--- src/hdl/smm_pkg.sv ---
`default_nettype none

package smm_pkg;

  localparam int VALUE_W = 32;
  localparam int INDEX_W = 4;
  localparam int CFG_W   = 3;
  localparam int CFG_IDX_W = 3;
  // product of two Q16.16 values is 64 bits; dropping 16 fraction bits leaves 48
  localparam int PROD_W  = 64;
  localparam int TERM_W  = 48;
  localparam int CMD_QUEUE_DEPTH = 4;
  localparam int OUT_QUEUE_DEPTH = 4;

  localparam logic [1:0] OP_LOAD_RIGHT = 2'd0;
  localparam logic [1:0] OP_LOAD_LEFT  = 2'd1;
  localparam logic [1:0] OP_START      = 2'd2;

  localparam logic [CFG_IDX_W-1:0] REG_INNER_DIM = 3'd0;
  localparam logic [CFG_IDX_W-1:0] REG_OUT_COLS  = 3'd1;
  localparam logic [CFG_IDX_W-1:0] REG_OUT_ROWS  = 3'd2;
  localparam logic [CFG_IDX_W-1:0] REG_LEFT_COLS = 3'd3;

  localparam logic [CFG_W-1:0] DIM_RESET = 3'd4;

  typedef enum logic [1:0] {
    CMD_LOAD_RIGHT = 2'd0,
    CMD_LOAD_LEFT  = 2'd1,
    CMD_START      = 2'd2
  } cmd_kind_t;

  typedef struct packed {
    logic [1:0]                opcode;
    logic [INDEX_W-1:0]        element_index;
    logic signed [VALUE_W-1:0] element_value;
  } item_t;

  typedef struct packed {
    logic signed [VALUE_W-1:0] product_value;
    logic [INDEX_W-1:0]        product_index;
    logic                      last;
    logic                      dims_mismatch;
  } result_t;

  typedef struct packed {
    cmd_kind_t          kind;
    logic [INDEX_W-1:0] addr;
    logic [VALUE_W-1:0] data;
  } cmd_t;

  typedef struct packed {
    logic [CFG_W-1:0] inner_dim;
    logic [CFG_W-1:0] out_cols;
    logic [CFG_W-1:0] out_rows;
    logic [CFG_W-1:0] left_cols;
  } cfg_t;

endpackage

`default_nettype wire

--- src/hdl/smm_ram.sv ---
`default_nettype none

module smm_ram #(
  parameter int WIDTH = 32,
  parameter int DEPTH = 16,
  localparam int AW = (DEPTH > 1) ? $clog2(DEPTH) : 1
) (
  input  wire logic             clk,
  input  wire logic             we,
  input  wire logic [AW-1:0]    waddr,
  input  wire logic [WIDTH-1:0] wdata,
  input  wire logic [AW-1:0]    raddr,
  output logic      [WIDTH-1:0] rdata
);

  logic [WIDTH-1:0] mem [DEPTH];

  always_ff @(posedge clk) begin
    if (we) begin
      mem[waddr] <= wdata;
    end
    rdata <= mem[raddr];
  end

endmodule

`default_nettype wire

--- src/hdl/smm_fifo.sv ---
`default_nettype none

module smm_fifo #(
  parameter int WIDTH = 8,
  parameter int DEPTH = 4,
  localparam int PW = (DEPTH > 1) ? $clog2(DEPTH) : 1
) (
  input  wire logic             clk,
  input  wire logic             rst,
  input  wire logic             push,
  input  wire logic [WIDTH-1:0] din,
  output logic                  full,
  input  wire logic             pop,
  output logic      [WIDTH-1:0] dout,
  output logic                  empty
);

  logic [WIDTH-1:0] mem [DEPTH];
  logic [PW-1:0]    wr_ptr;
  logic [PW-1:0]    rd_ptr;
  logic [PW:0]      count;
  logic             do_push;
  logic             do_pop;

  assign full    = (count == (PW+1)'(DEPTH));
  assign empty   = (count == '0);
  assign do_push = push && !full;
  assign do_pop  = pop && !empty;
  assign dout    = mem[rd_ptr];

  always_ff @(posedge clk) begin
    if (do_push) begin
      mem[wr_ptr] <= din;
    end
  end

  always_ff @(posedge clk) begin
    if (rst) begin
      wr_ptr <= '0;
      rd_ptr <= '0;
      count  <= '0;
    end else begin
      if (do_push) begin
        wr_ptr <= (wr_ptr == PW'(DEPTH - 1)) ? '0 : wr_ptr + PW'(1);
      end
      if (do_pop) begin
        rd_ptr <= (rd_ptr == PW'(DEPTH - 1)) ? '0 : rd_ptr + PW'(1);
      end
      if (do_push && !do_pop) begin
        count <= count + (PW+1)'(1);
      end else if (do_pop && !do_push) begin
        count <= count - (PW+1)'(1);
      end
    end
  end

endmodule

`default_nettype wire

--- src/hdl/smm_front.sv ---
`default_nettype none

module smm_front #(
  parameter int MAX_DIM = 4
) (
  input  wire logic           clk,
  input  wire logic           rst,
  input  wire logic           push,
  input  wire smm_pkg::item_t item,
  output logic                full,
  input  wire logic           cmd_pop,
  output smm_pkg::cmd_t       cmd,
  output logic                cmd_empty
);

  localparam int DEPTH = MAX_DIM * MAX_DIM;
  localparam int CW = $bits(smm_pkg::cmd_t);

  smm_pkg::cmd_t   cmd_in;
  logic            keep;
  logic            in_range;
  logic [CW-1:0]   q_dout;

  assign in_range = ({3'b000, item.element_index} < 7'(DEPTH));

  // opcode 3 and out-of-range loads are accepted and dropped here
  always_comb begin
    cmd_in.addr = item.element_index;
    cmd_in.data = item.element_value;
    cmd_in.kind = smm_pkg::CMD_START;
    keep        = 1'b0;
    unique case (item.opcode) inside
      smm_pkg::OP_LOAD_RIGHT: begin
        cmd_in.kind = smm_pkg::CMD_LOAD_RIGHT;
        keep        = in_range;
      end
      smm_pkg::OP_LOAD_LEFT: begin
        cmd_in.kind = smm_pkg::CMD_LOAD_LEFT;
        keep        = in_range;
      end
      smm_pkg::OP_START: begin
        keep = 1'b1;
      end
      default: begin
        keep = 1'b0;
      end
    endcase
  end

  smm_fifo #(
    .WIDTH (CW),
    .DEPTH (smm_pkg::CMD_QUEUE_DEPTH)
  ) u_cmd_q (
    .clk   (clk),
    .rst   (rst),
    .push  (push && keep),
    .din   (cmd_in),
    .full  (full),
    .pop   (cmd_pop),
    .dout  (q_dout),
    .empty (cmd_empty)
  );

  assign cmd = smm_pkg::cmd_t'(q_dout);

endmodule

`default_nettype wire

--- src/hdl/smm_back.sv ---
`default_nettype none

module smm_back #(
  parameter int MAX_DIM = 4
) (
  input  wire logic          clk,
  input  wire logic          rst,
  input  wire smm_pkg::cfg_t cfg,
  input  wire smm_pkg::cmd_t cmd,
  input  wire logic          cmd_empty,
  output logic               cmd_pop,
  input  wire logic          out_full,
  output logic               res_push,
  output smm_pkg::result_t   res
);

  localparam int DEPTH = MAX_DIM * MAX_DIM;
  localparam int AW    = (DEPTH > 1) ? $clog2(DEPTH) : 1;
  localparam int DIM_W = $clog2(MAX_DIM + 1);
  localparam int ACC_W = smm_pkg::TERM_W + $clog2(MAX_DIM);
  localparam int VW    = smm_pkg::VALUE_W;

  typedef enum logic [3:0] {
    B_IDLE  = 4'b0001,
    B_ELEM  = 4'b0010,
    B_ISSUE = 4'b0100,
    B_WAIT  = 4'b1000
  } bstate_t;

  function automatic logic [DIM_W-1:0] clamp_dim(input logic [smm_pkg::CFG_W-1:0] d);
    logic [smm_pkg::CFG_W:0] d1;
    d1 = {1'b0, d};
    if (d1 > (smm_pkg::CFG_W+1)'(MAX_DIM)) begin
      clamp_dim = DIM_W'(MAX_DIM);
    end else begin
      clamp_dim = DIM_W'(d1);
    end
  endfunction

  bstate_t state, state_next;

  logic [DIM_W-1:0] nr, nc, nk;
  logic [DIM_W-1:0] i, j, k;
  logic             mism;
  logic [AW-1:0]    lbase, laddr, raddr;
  logic [smm_pkg::INDEX_W-1:0] pidx;

  logic l_we, r_we, issue, start_run, enter_issue, push_zero, push_sum;
  logic elem_end, run_end;
  logic [VW-1:0] l_rdata, r_rdata;

  // read pipeline: ram data, product, accumulate
  logic s1_v, s1_first, s1_last;
  logic s2_v, s2_first, s2_last;
  logic signed [smm_pkg::PROD_W-1:0] s2_prod;
  logic signed [smm_pkg::TERM_W-1:0] term;
  logic signed [ACC_W-1:0]           term_ext;
  logic signed [ACC_W-1:0]           acc;
  logic                              acc_done;
  logic                              sat_hi, sat_lo;
  logic signed [VW-1:0]              sat_val;

  assign elem_end = (j == nc - DIM_W'(1));
  assign run_end  = elem_end && (i == nr - DIM_W'(1));

  always_comb begin
    state_next  = state;
    cmd_pop     = 1'b0;
    l_we        = 1'b0;
    r_we        = 1'b0;
    issue       = 1'b0;
    start_run   = 1'b0;
    enter_issue = 1'b0;
    push_zero   = 1'b0;
    push_sum    = 1'b0;
    unique case (state)
      B_IDLE: begin
        if (!cmd_empty) begin
          cmd_pop = 1'b1;
          case (cmd.kind)
            smm_pkg::CMD_LOAD_RIGHT: r_we = 1'b1;
            smm_pkg::CMD_LOAD_LEFT:  l_we = 1'b1;
            smm_pkg::CMD_START: begin
              start_run = 1'b1;
              if (clamp_dim(cfg.out_rows) != '0 && clamp_dim(cfg.out_cols) != '0) begin
                state_next = B_ELEM;
              end
            end
            default: ;
          endcase
        end
      end
      B_ELEM: begin
        // only one element in flight, so a free slot here covers its result
        if (!out_full) begin
          if (mism || nk == '0) begin
            push_zero  = 1'b1;
            state_next = run_end ? B_IDLE : B_ELEM;
          end else begin
            enter_issue = 1'b1;
            state_next  = B_ISSUE;
          end
        end
      end
      B_ISSUE: begin
        issue = 1'b1;
        if (k == nk - DIM_W'(1)) begin
          state_next = B_WAIT;
        end
      end
      B_WAIT: begin
        if (acc_done) begin
          push_sum   = 1'b1;
          state_next = run_end ? B_IDLE : B_ELEM;
        end
      end
      default: state_next = B_IDLE;
    endcase
  end

  always_ff @(posedge clk) begin
    if (rst) begin
      state    <= B_IDLE;
      s1_v     <= 1'b0;
      s2_v     <= 1'b0;
      acc_done <= 1'b0;
    end else begin
      state    <= state_next;
      s1_v     <= issue;
      s2_v     <= s1_v;
      acc_done <= s2_v && s2_last;
    end
  end

  always_ff @(posedge clk) begin
    if (start_run) begin
      nr    <= clamp_dim(cfg.out_rows);
      nc    <= clamp_dim(cfg.out_cols);
      nk    <= clamp_dim(cfg.inner_dim);
      mism  <= (cfg.left_cols != cfg.inner_dim);
      i     <= '0;
      j     <= '0;
      lbase <= '0;
      pidx  <= '0;
    end
    if (enter_issue) begin
      k     <= '0;
      laddr <= lbase;
      raddr <= AW'(j);
    end
    if (issue) begin
      k     <= k + DIM_W'(1);
      laddr <= laddr + AW'(1);
      raddr <= raddr + AW'(nc);
    end
    if (push_zero || push_sum) begin
      pidx <= pidx + smm_pkg::INDEX_W'(1);
      if (elem_end) begin
        j     <= '0;
        i     <= i + DIM_W'(1);
        lbase <= lbase + AW'(nk);
      end else begin
        j <= j + DIM_W'(1);
      end
    end
  end

  smm_ram #(.WIDTH(VW), .DEPTH(DEPTH)) u_left (
    .clk   (clk),
    .we    (l_we),
    .waddr (AW'(cmd.addr)),
    .wdata (cmd.data),
    .raddr (laddr),
    .rdata (l_rdata)
  );

  smm_ram #(.WIDTH(VW), .DEPTH(DEPTH)) u_right (
    .clk   (clk),
    .we    (r_we),
    .waddr (AW'(cmd.addr)),
    .wdata (cmd.data),
    .raddr (raddr),
    .rdata (r_rdata)
  );

  always_ff @(posedge clk) begin
    s1_first <= issue && (k == '0);
    s1_last  <= issue && (k == nk - DIM_W'(1));
    s2_first <= s1_first;
    s2_last  <= s1_last;
    s2_prod  <= $signed(l_rdata) * $signed(r_rdata);
  end

  // upper bits of the product are the floor of product / 2^16
  assign term     = s2_prod[smm_pkg::PROD_W-1:16];
  assign term_ext = ACC_W'(term);

  always_ff @(posedge clk) begin
    if (s2_v) begin
      acc <= s2_first ? term_ext : acc + term_ext;
    end
  end

  assign sat_hi  = !acc[ACC_W-1] && (|acc[ACC_W-2:VW-1]);
  assign sat_lo  = acc[ACC_W-1] && !(&acc[ACC_W-2:VW-1]);
  assign sat_val = sat_hi ? {1'b0, {(VW-1){1'b1}}} :
                   sat_lo ? {1'b1, {(VW-1){1'b0}}} : acc[VW-1:0];

  assign res_push          = push_zero || push_sum;
  assign res.product_value = push_sum ? sat_val : '0;
  assign res.product_index = pidx;
  assign res.last          = run_end;
  assign res.dims_mismatch = mism;

endmodule

`default_nettype wire

--- src/hdl/small_matrix_multiply.sv ---
// Loads: one item per cycle sustained while the sequencer is idle (a run stalls the command queue);
//   each store write follows the item's pass through the command queue.
// Start: each product element takes one store read pair per term, then the read, multiply and
//   accumulate registers; on a dimension mismatch or zero inner_dim it is a zero, with no reads.
// Reset: queues emptied, sequencer idle, dimension registers back to 4; stores keep contents.
`default_nettype none

module small_matrix_multiply #(
  parameter int MAX_DIM = 4
) (
  input  wire logic                              clk,
  input  wire logic                              rst,
  input  wire logic                              push,
  input  wire smm_pkg::item_t                    item,
  output logic                                   full,
  input  wire logic                              pop,
  output smm_pkg::result_t                       result,
  output logic                                   empty,
  input  wire logic                              cfg_valid,
  output logic                                   cfg_ready,
  input  wire logic [smm_pkg::CFG_IDX_W-1:0]     cfg_index,
  input  wire logic [smm_pkg::CFG_W-1:0]         cfg_data
);

  localparam int RW = $bits(smm_pkg::result_t);

  smm_pkg::cfg_t    cfg;
  smm_pkg::cmd_t    cmd;
  smm_pkg::result_t res;
  logic             cmd_empty;
  logic             cmd_pop;
  logic             res_push;
  logic             out_full;
  logic [RW-1:0]    out_dout;

  assign cfg_ready = 1'b1;

  always_ff @(posedge clk) begin
    if (rst) begin
      cfg.inner_dim <= smm_pkg::DIM_RESET;
      cfg.out_cols  <= smm_pkg::DIM_RESET;
      cfg.out_rows  <= smm_pkg::DIM_RESET;
      cfg.left_cols <= smm_pkg::DIM_RESET;
    end else if (cfg_valid && cfg_ready) begin
      unique case (cfg_index)
        smm_pkg::REG_INNER_DIM: cfg.inner_dim <= cfg_data;
        smm_pkg::REG_OUT_COLS:  cfg.out_cols  <= cfg_data;
        smm_pkg::REG_OUT_ROWS:  cfg.out_rows  <= cfg_data;
        smm_pkg::REG_LEFT_COLS: cfg.left_cols <= cfg_data;
        default: ;
      endcase
    end
  end

  smm_front #(.MAX_DIM(MAX_DIM)) u_front (
    .clk       (clk),
    .rst       (rst),
    .push      (push),
    .item      (item),
    .full      (full),
    .cmd_pop   (cmd_pop),
    .cmd       (cmd),
    .cmd_empty (cmd_empty)
  );

  smm_back #(.MAX_DIM(MAX_DIM)) u_back (
    .clk       (clk),
    .rst       (rst),
    .cfg       (cfg),
    .cmd       (cmd),
    .cmd_empty (cmd_empty),
    .cmd_pop   (cmd_pop),
    .out_full  (out_full),
    .res_push  (res_push),
    .res       (res)
  );

  smm_fifo #(
    .WIDTH (RW),
    .DEPTH (smm_pkg::OUT_QUEUE_DEPTH)
  ) u_out_q (
    .clk   (clk),
    .rst   (rst),
    .push  (res_push),
    .din   (res),
    .full  (out_full),
    .pop   (pop),
    .dout  (out_dout),
    .empty (empty)
  );

  assign result = smm_pkg::result_t'(out_dout);

  a_no_push_when_full: assert property (@(posedge clk) disable iff (rst)
    res_push |-> !out_full)
    else $error("result pushed into full output queue");

  a_mismatch_zero: assert property (@(posedge clk) disable iff (rst)
    (res_push && res.dims_mismatch) |-> (res.product_value == '0))
    else $error("mismatched run produced nonzero value");

  a_reset_empty: assert property (@(posedge clk)
    rst |=> (empty && !full))
    else $error("queues not empty after reset");

endmodule

`default_nettype wire
--- config.mk ---
export PLATFORM = sky130hd
export DESIGN_NAME = small_matrix_multiply
export DESIGN_NICKNAME = d
export VERILOG_FILES = /design/src/hdl/smm_pkg.sv /design/src/hdl/smm_ram.sv /design/src/hdl/smm_fifo.sv /design/src/hdl/smm_front.sv /design/src/hdl/smm_back.sv /design/src/hdl/small_matrix_multiply.sv
export SDC_FILE = /design/constraint.sdc
export NUM_CORES = 2
export LEC_CHECK = 0
export ABC_CLOCK_PERIOD_IN_PS = 10900
export BUFFER_PORTS_ARGS = -buffer_cell sky130_fd_sc_hd__buf_4
export CORE_UTILIZATION = 50
export DETAILED_ROUTE_END_ITERATION = 10
export GPL_ROUTABILITY_DRIVEN = 0
export PLACE_DENSITY_LB_ADDON = 0.08
export SYNTH_ARGS = -nofsm -noshare
export SYNTH_HDL_FRONTEND = slang
export SYNTH_SLANG_ARGS = --single-unit
--- constraint.sdc ---
create_clock -name clk -period 10.9 [get_ports clk]
set_clock_uncertainty 0.05 [all_clocks]
set_input_delay 2.18 -clock clk [delete_from_list [all_inputs] [get_ports clk]]
set_output_delay 2.18 -clock clk [all_outputs]
set_load 0.005 [all_outputs]
=== Yosys cells after proc, flatten, opt, wreduce, memory -nomap -nowiden ===
Memories as Yosys holds them, arrays and structs flattened. A register that Yosys moved wholly into a read port is not among the register bits.
Cells that the tools add are included.
Widths: inputs -> output; s select.

* $add $sub $neg: 19
* Multiply operators: 1
* Div/mod/pow operators: 0
* Magnitude comparators: 3
* Eq/ne operators: 27
* Shift operators: 0
* Mux-type cells: 80
* Bitwise gates (word level): 0
* Reduce and logical (&&, ||, !) cells: 49

{| class="wikitable"
|+ Operator list
! cell !! count
|-
| $mux 32 || 3
|-
| $mul 32x32->64 || 1
|-
| $mux 4 || 16
|-
| $mux 3 || 20
|-
| $add 50x48->50 || 1
|-
| $mux 50 || 1
|-
| $mux 1 || 29
|-
| $mux 2 || 9
|-
| $reduce_and 18->1 || 1
|-
| $reduce_or 18->1 || 1
|-
| $logic_and 1x1->1 || 16
|-
| $pmux 4 s4 || 1
|-
| $add 3x1->3 const B || 5
|-
| $logic_not 3->1 || 5
|-
| $sub 3x1->3 const B || 5
|-
| $eq 2x2->1 const B || 6
|-
| $logic_not 1->1 || 10
|-
| $eq 3x3->1 || 3
|-
| $gt 3x3->1 const B || 3
|-
| $add 2x1->2 const B || 4
|-
| $add 4x1->4 const B || 2
|-
| $add 4x3->4 || 2
|-
| $reduce_and 2->1 || 4
|-
| $reduce_bool 2->1 || 4
|-
| other kinds (17) || 27
|}

* Register bits: 186
* Bits in latches: 0
* Memory bits (writable): 1328
* Memory bits (read-only): 0
* Input port bits: 49
* Output and inout port bits: 41
* Word-level logic and storage cells: 214
* Memories: 4

{| class="wikitable"
|+ Memories
! memory !! words !! width !! read ports !! clocked after memory_dff !! write ports !! RTL line !! RTL
|-
| u_back.u_left.mem || 16 || 32 || 1 || 1 || 1 || smm_ram.sv:16 || <nowiki>logic [WIDTH-1:0] mem [DEPTH];</nowiki>
|-
| u_back.u_right.mem || 16 || 32 || 1 || 1 || 1 || smm_ram.sv:16 ||
|-
| u_front.u_cmd_q.mem || 4 || 38 || 1 || 1 || 1 || smm_fifo.sv:18 || <nowiki>logic [WIDTH-1:0] mem [DEPTH];</nowiki>
|-
| u_out_q.mem || 4 || 38 || 1 || 1 || 1 || smm_fifo.sv:18 ||
|}

=== Logic depth before layout (Yosys ltp) ===
* Depth after elaboration: 11
* Depth in mapped cells: 30
* Depth with buffers taken out: 28

=== By module ===
From an unflattened synthesis, not the netlist that was laid out.

* Cells, all modules: 6885
* Area, all modules: 96242.3 um^2

{| class="wikitable"
|+ Modules (own cells, without submodules)
! module !! times used !! cells an instance !! area an instance (um^2) !! sequential area each (um^2)
|-
| smm_back || 1 || 4664 || 44076.0 || 3663.5
|-
| smm_ram (u_back.u_right) || 1 || 838 || 19854.0 || 16015.4
|-
| smm_ram (u_back.u_left) || 1 || 838 || 19835.3 || 16015.4
|-
| smm_fifo || 2 || 248 || 5973.2 || 4744.6
|-
| small_matrix_multiply || 1 || 46 || 513.0 || 240.2
|-
| smm_front || 1 || 3 || 17.5 || 0.0
|}

=== Worst setup path after synthesis ===
No wires, ideal clock.

* Path kind: flip-flop to flip-flop
* From: register u_back.u_right.rdata[2] (read register of u_back.u_right.mem)
* To: register u_back.s2_prod[63] (netlist bit)
* Setup time: 0.072 ns
* Arrival: 7.864 ns
* Required time: 10.778 ns
* Path slack: 2.914 ns
* Stages on the path, launching flop included: 29
* Buffers on the path: 2
* Period minus slack after synthesis: 7.986 ns
* Cell sequence: dfxtp_1 > clkbuf_1 > nand2_1 > inv_1 > fa_1 > fa_1 > fa_1 > fa_1 > inv_1 > fa_1 > inv_1 > fa_1 > inv_1 > fa_1 > inv_1 > fa_1 > ha_1 > clkbuf_1 > a21o_1 > a21o_1 > a21o_1 > a21o_1 > a21oi_1 > o21bai_1 > a221oi_1 > o21ai_1 > a21o_1 > a21oi_1 > xnor2_1

* Longest elaborated chain between the ends: 1

{| class="wikitable"
|+ Ends and longest elaborated chain
! item !! RTL line !! RTL
|-
| start: declaration || smm_ram.sv:13 || <nowiki>output logic [WIDTH-1:0] rdata</nowiki>
|-
| $mul 32x32->64 || smm_back.sv:191 || <nowiki>s2_prod <= $signed(l_rdata) * $signed(r_rdata);</nowiki>
|-
| end signal: assignment || smm_back.sv:191 ||
|-
| end: declaration || smm_back.sv:55 || <nowiki>logic signed [smm_pkg::PROD_W-1:0] s2_prod;</nowiki>
|}

Every way passes these cells.
A chain may end at the register's enable or synchronous reset.

=== Worst setup path after layout ===
* From: register u_back.u_right.rdata[5] (read register of u_back.u_right.mem)
* To: register u_back.s2_prod[63] (netlist bit)

Same word-level chain as after synthesis.

==> results.md <==
Floorplan:
- The die covers between 150,000 and 200,000 sq um.
- The area of the core region is 190,000 sq um.
- From bottom edge to top edge, the die measures between 400 and 500 um.
- 90 I/O pins were placed.
- Measured along the x axis, the die boundary spans approximately 440 um.
- The cell row count is 160.
- For this configuration, the core starts out at a cell density of between 50% and 60%.

Detailed routing:
- The post-route DRC violation count is 0.
- The detailed router's first-iteration violation count is between 4,000 and 5,000.
- The routed wirelength normalized by instance count is ~25 um.
- The routed design has ~240 mm of wire.
- The count of nets left with antenna violations once routing finished came out at 0.
- The first TritonRoute pass finished after 7 iterations.
- Across all layers, the routed design uses roughly 54,000 vias.
- Using the TritonRoute via totals, the vias-per-cell ratio works out to about 5.6.

Yosys:
- The post-synth design cell area is 95,900 sq um.
- Synthesis produced a netlist with a net count of around 8,300.
- Summed over its instances, the top area cell type makes up approximately 44% of the synthesized netlist area.
- The yosys synthesis warning count is 0.
- Synthesis produced between 6,000 and 7,000 cells.
- The most used flip-flop cell after synthesis is sky130_fd_sc_hd__edfxtp_1.
- In this run, synthesis produced a sequential element count of ~1,600.
- The async set or reset register ratio after synthesis is 0%.
- The average footprint of a synthesized cell is 14.0 sq um.
- In the post-synthesis netlist, the cell with the most instances is sky130_fd_sc_hd__edfxtp_1.
- Counting distinct cell types in the post-synthesis netlist gives 79.
- Sorting the synthesized cells by how often they occur yields 1,406 x sky130_fd_sc_hd__edfxtp_1, 1,086 x sky130_fd_sc_hd__fa_1, 982 x sky130_fd_sc_hd__inv_1, 645 x sky130_fd_sc_hd__nand2_1, 526 x sky130_fd_sc_hd__and2_1.
- The library cell occupying the most area in the post-synthesis netlist is sky130_fd_sc_hd__edfxtp_1.
- Summing the sequential cell areas from Yosys gives between 40% and 50% of the chip area.
- The number of enable flip-flop cells after synthesis is between 1,000 and 1,500.
- By area the synthesized netlist is led by sky130_fd_sc_hd__edfxtp_1 44%, sky130_fd_sc_hd__fa_1 23%, sky130_fd_sc_hd__mux4_2 7.0%, sky130_fd_sc_hd__inv_1 3.8%, sky130_fd_sc_hd__and2_1 3.4%.

Global route:
- The first-pass GRT wire length is ~360 mm.
- Global routing used roughly a quarter of the available tracks.
- The number of global-route vias before repair came to about 58,000.
- The pin count of the biggest net entering global routing is 93.
- The initial antenna violation count was 15.
- The total overflow left after global routing is 0.

Clocking:
- Clock tree synthesis found a total of approximately 1,600 sinks.
- The setup fix buffers added after clock tree synthesis is 0.
- In this run the clock root is driven by a sky130_fd_sc_hd__clkbuf_16.
- The longest clock path from root to sink contains 3 buffers.
- TritonCTS built the clock tree.
- The number of resized instances in the post-cts repair step is 0.
- The number of clock buffers added by TritonCTS is about 160.
- The H-tree was split into 4 levels.
- In this run, post-CTS hold repair placed 0 buffers.
- The clock-pin slew reported for the worst setup and hold paths after clock tree synthesis is approximately 0.060 ns.
- The clock insertion delay at the later pin of the skew report is 0.82 ns.

Setup path:
- The most common cell type on the critical path is sky130_fd_sc_hd__fa_1.
- The worst setup path is of the reg2reg kind.
- The slowest stage of the critical path belongs to the cell sky130_fd_sc_hd__fa_1.
- STA puts the critical path data required time at roughly 12 ns.
- The data arrival time of the critical path is about 9.4 ns.
- Counting both buffers and inverters, the worst setup path holds a total of 8.
- The critical path endpoint category is a flip-flop.
- The maximum single-stage delay on the critical path is about 0.92 ns.
- In this run the worst path has a maximum fanout of 32.
- The startpoint type of the worst setup path is a flip-flop.
- The top cell family by delay on the critical path is adder cells.

Layout:
- At the end of the flow, the number of nets in the layout was between 8,000 and 9,000.
- The share of final-layout standard cells stronger than drive strength 1 is ~12%.
- The count of cells in the finished layout, fillers not included, comes to 9,546.
- The area growth from synthesis to layout is 9.36%.

Flow run:
- The tool flagged a number of max-cap violations equal to 0.

STA:
- After routing, the total negative slack on setup checks comes to 0 ns.
- In this run the tightest slew margin relative to its limit is about 24%.
- The minimum period implied by the final worst setup slack is around 8.7 ns.
- Setup violations remaining at the end of the flow were counted as 0.
- The final-report hold violation count is 0.
- The number of slew-limit violations in the final report is 0.
- The post-route fraction of the period consumed by the critical path is around four fifths.
- Setup repair after global routing left no endpoint under its margin.
- At the pin with the least slew margin, the transition time is 1.13 ns.
- The maximum frequency from static timing analysis is around 110 MHz.

Placed design:
- Port buffering added roughly 90 buffers.
- The number of cells after detailed placement is just over 9,000.
- The HPWL after detailed placement is 159 mm.

Outcome:
- The run finished with clean final reports.

Worst hold path:
- The worst hold path belongs to the class reg2reg.
## cell families after synthesis
| logic type | count (synthesis) | synth area share [%] |
|---|---|---|
| flops | 1566 | 47.4 |
| simple gates | 1480 | 7.65 |
| fa+ha+maj | 1343 | 26.0 |
| buf+inv | 1323 | 5.21 |
| compound gates | 562 | 3.79 |
| mux | 451 | 8.67 |
| xor+xnor | 140 | 1.28 |
| other cells | 1 | 0.00391 |
## state kept, by name, indices dropped and copies added (netlist names), 4 cells and up, named ones only
| name | flops |
|---|---|
| u_back.u_left.mem | 512 |
| u_back.u_right.mem | 512 |
| u_front.u_cmd_q.mem | 152 |
| u_out_q.mem | 152 |
| u_back.acc | 50 |
| u_back.s2_prod | 48 |
| u_back.u_left.rdata | 32 |
| u_back.u_right.rdata | 32 |
| cfg | 12 |
| u_back.laddr | 4 |
| u_back.lbase | 4 |
| u_back.pidx | 4 |
| u_back.raddr | 4 |
| u_back.state | 4 |
## metrics by stage
stage          area, sq um  util, %  setup WS (ns)  hold WS (ns)
2_1_floorplan        95900        -           2.91         0.260
3_3_place_gp         99600     52.3           2.15         0.265
3_5_place_dp         99600     52.3           2.16         0.269
4_1_cts             105000     55.1           2.12         0.283
5_1_grt             105000     55.1           1.59         0.297
6_report            105000     55.1           2.17         0.283
## cell type report
class / instances / area [sq um]
Sequential cell: 1566 / 45400
Multi-Input combinational cell: 3977 / 45700
Timing Repair Buffer: 213 / 1620
Fill cell: 15400 / 85500
Inverter: 983 / 3690
Antenna cell: 3 / 7.51
Clock buffer: 208 / 4350
Clock inverter: 85 / 862
Tap cell: 2511 / 3140
## path summary, 6_finish.rpt
check	start	end	slack (ns)	depth (start not counted)
hold reg to reg	u_back.s1_last	u_back.s2_last	0.28	0
setup reg to reg	u_back.u_right.rdata[5]	u_back.s2_prod[63]	2.17	29
hold / removal	u_back.s1_last	u_back.s2_last	0.28	0
setup / recovery	u_back.u_right.rdata[5]	u_back.s2_prod[63]	2.17	29
## per-layer routing
metal	share of wire, %	routed length (um)	track usage, %
met5	0	0	0
met2	49	117000	42.3
met1	44	104000	35.9
met4	1.7	4090	5.09
met3	5.4	12900	3.34
## layout by cell type (no fill, tap or decap), types with 138 or more instances in the layout
master	n
sky130_fd_sc_hd__a21oi_1	138
sky130_fd_sc_hd__ha_1	257
sky130_fd_sc_hd__dfxtp_1	144
sky130_fd_sc_hd__fa_1	1086
sky130_fd_sc_hd__nand2_1	645
sky130_fd_sc_hd__clkbuf_16	163
sky130_fd_sc_hd__buf_4	211
sky130_fd_sc_hd__and2_1	517
sky130_fd_sc_hd__edfxtp_1	1406
sky130_fd_sc_hd__inv_1	982
sky130_fd_sc_hd__o21ai_0	154
sky130_fd_sc_hd__mux4_2	300
Power is not shown: default switching activity piles up to over one toggle a cycle in this logic, so the estimate is an artifact.
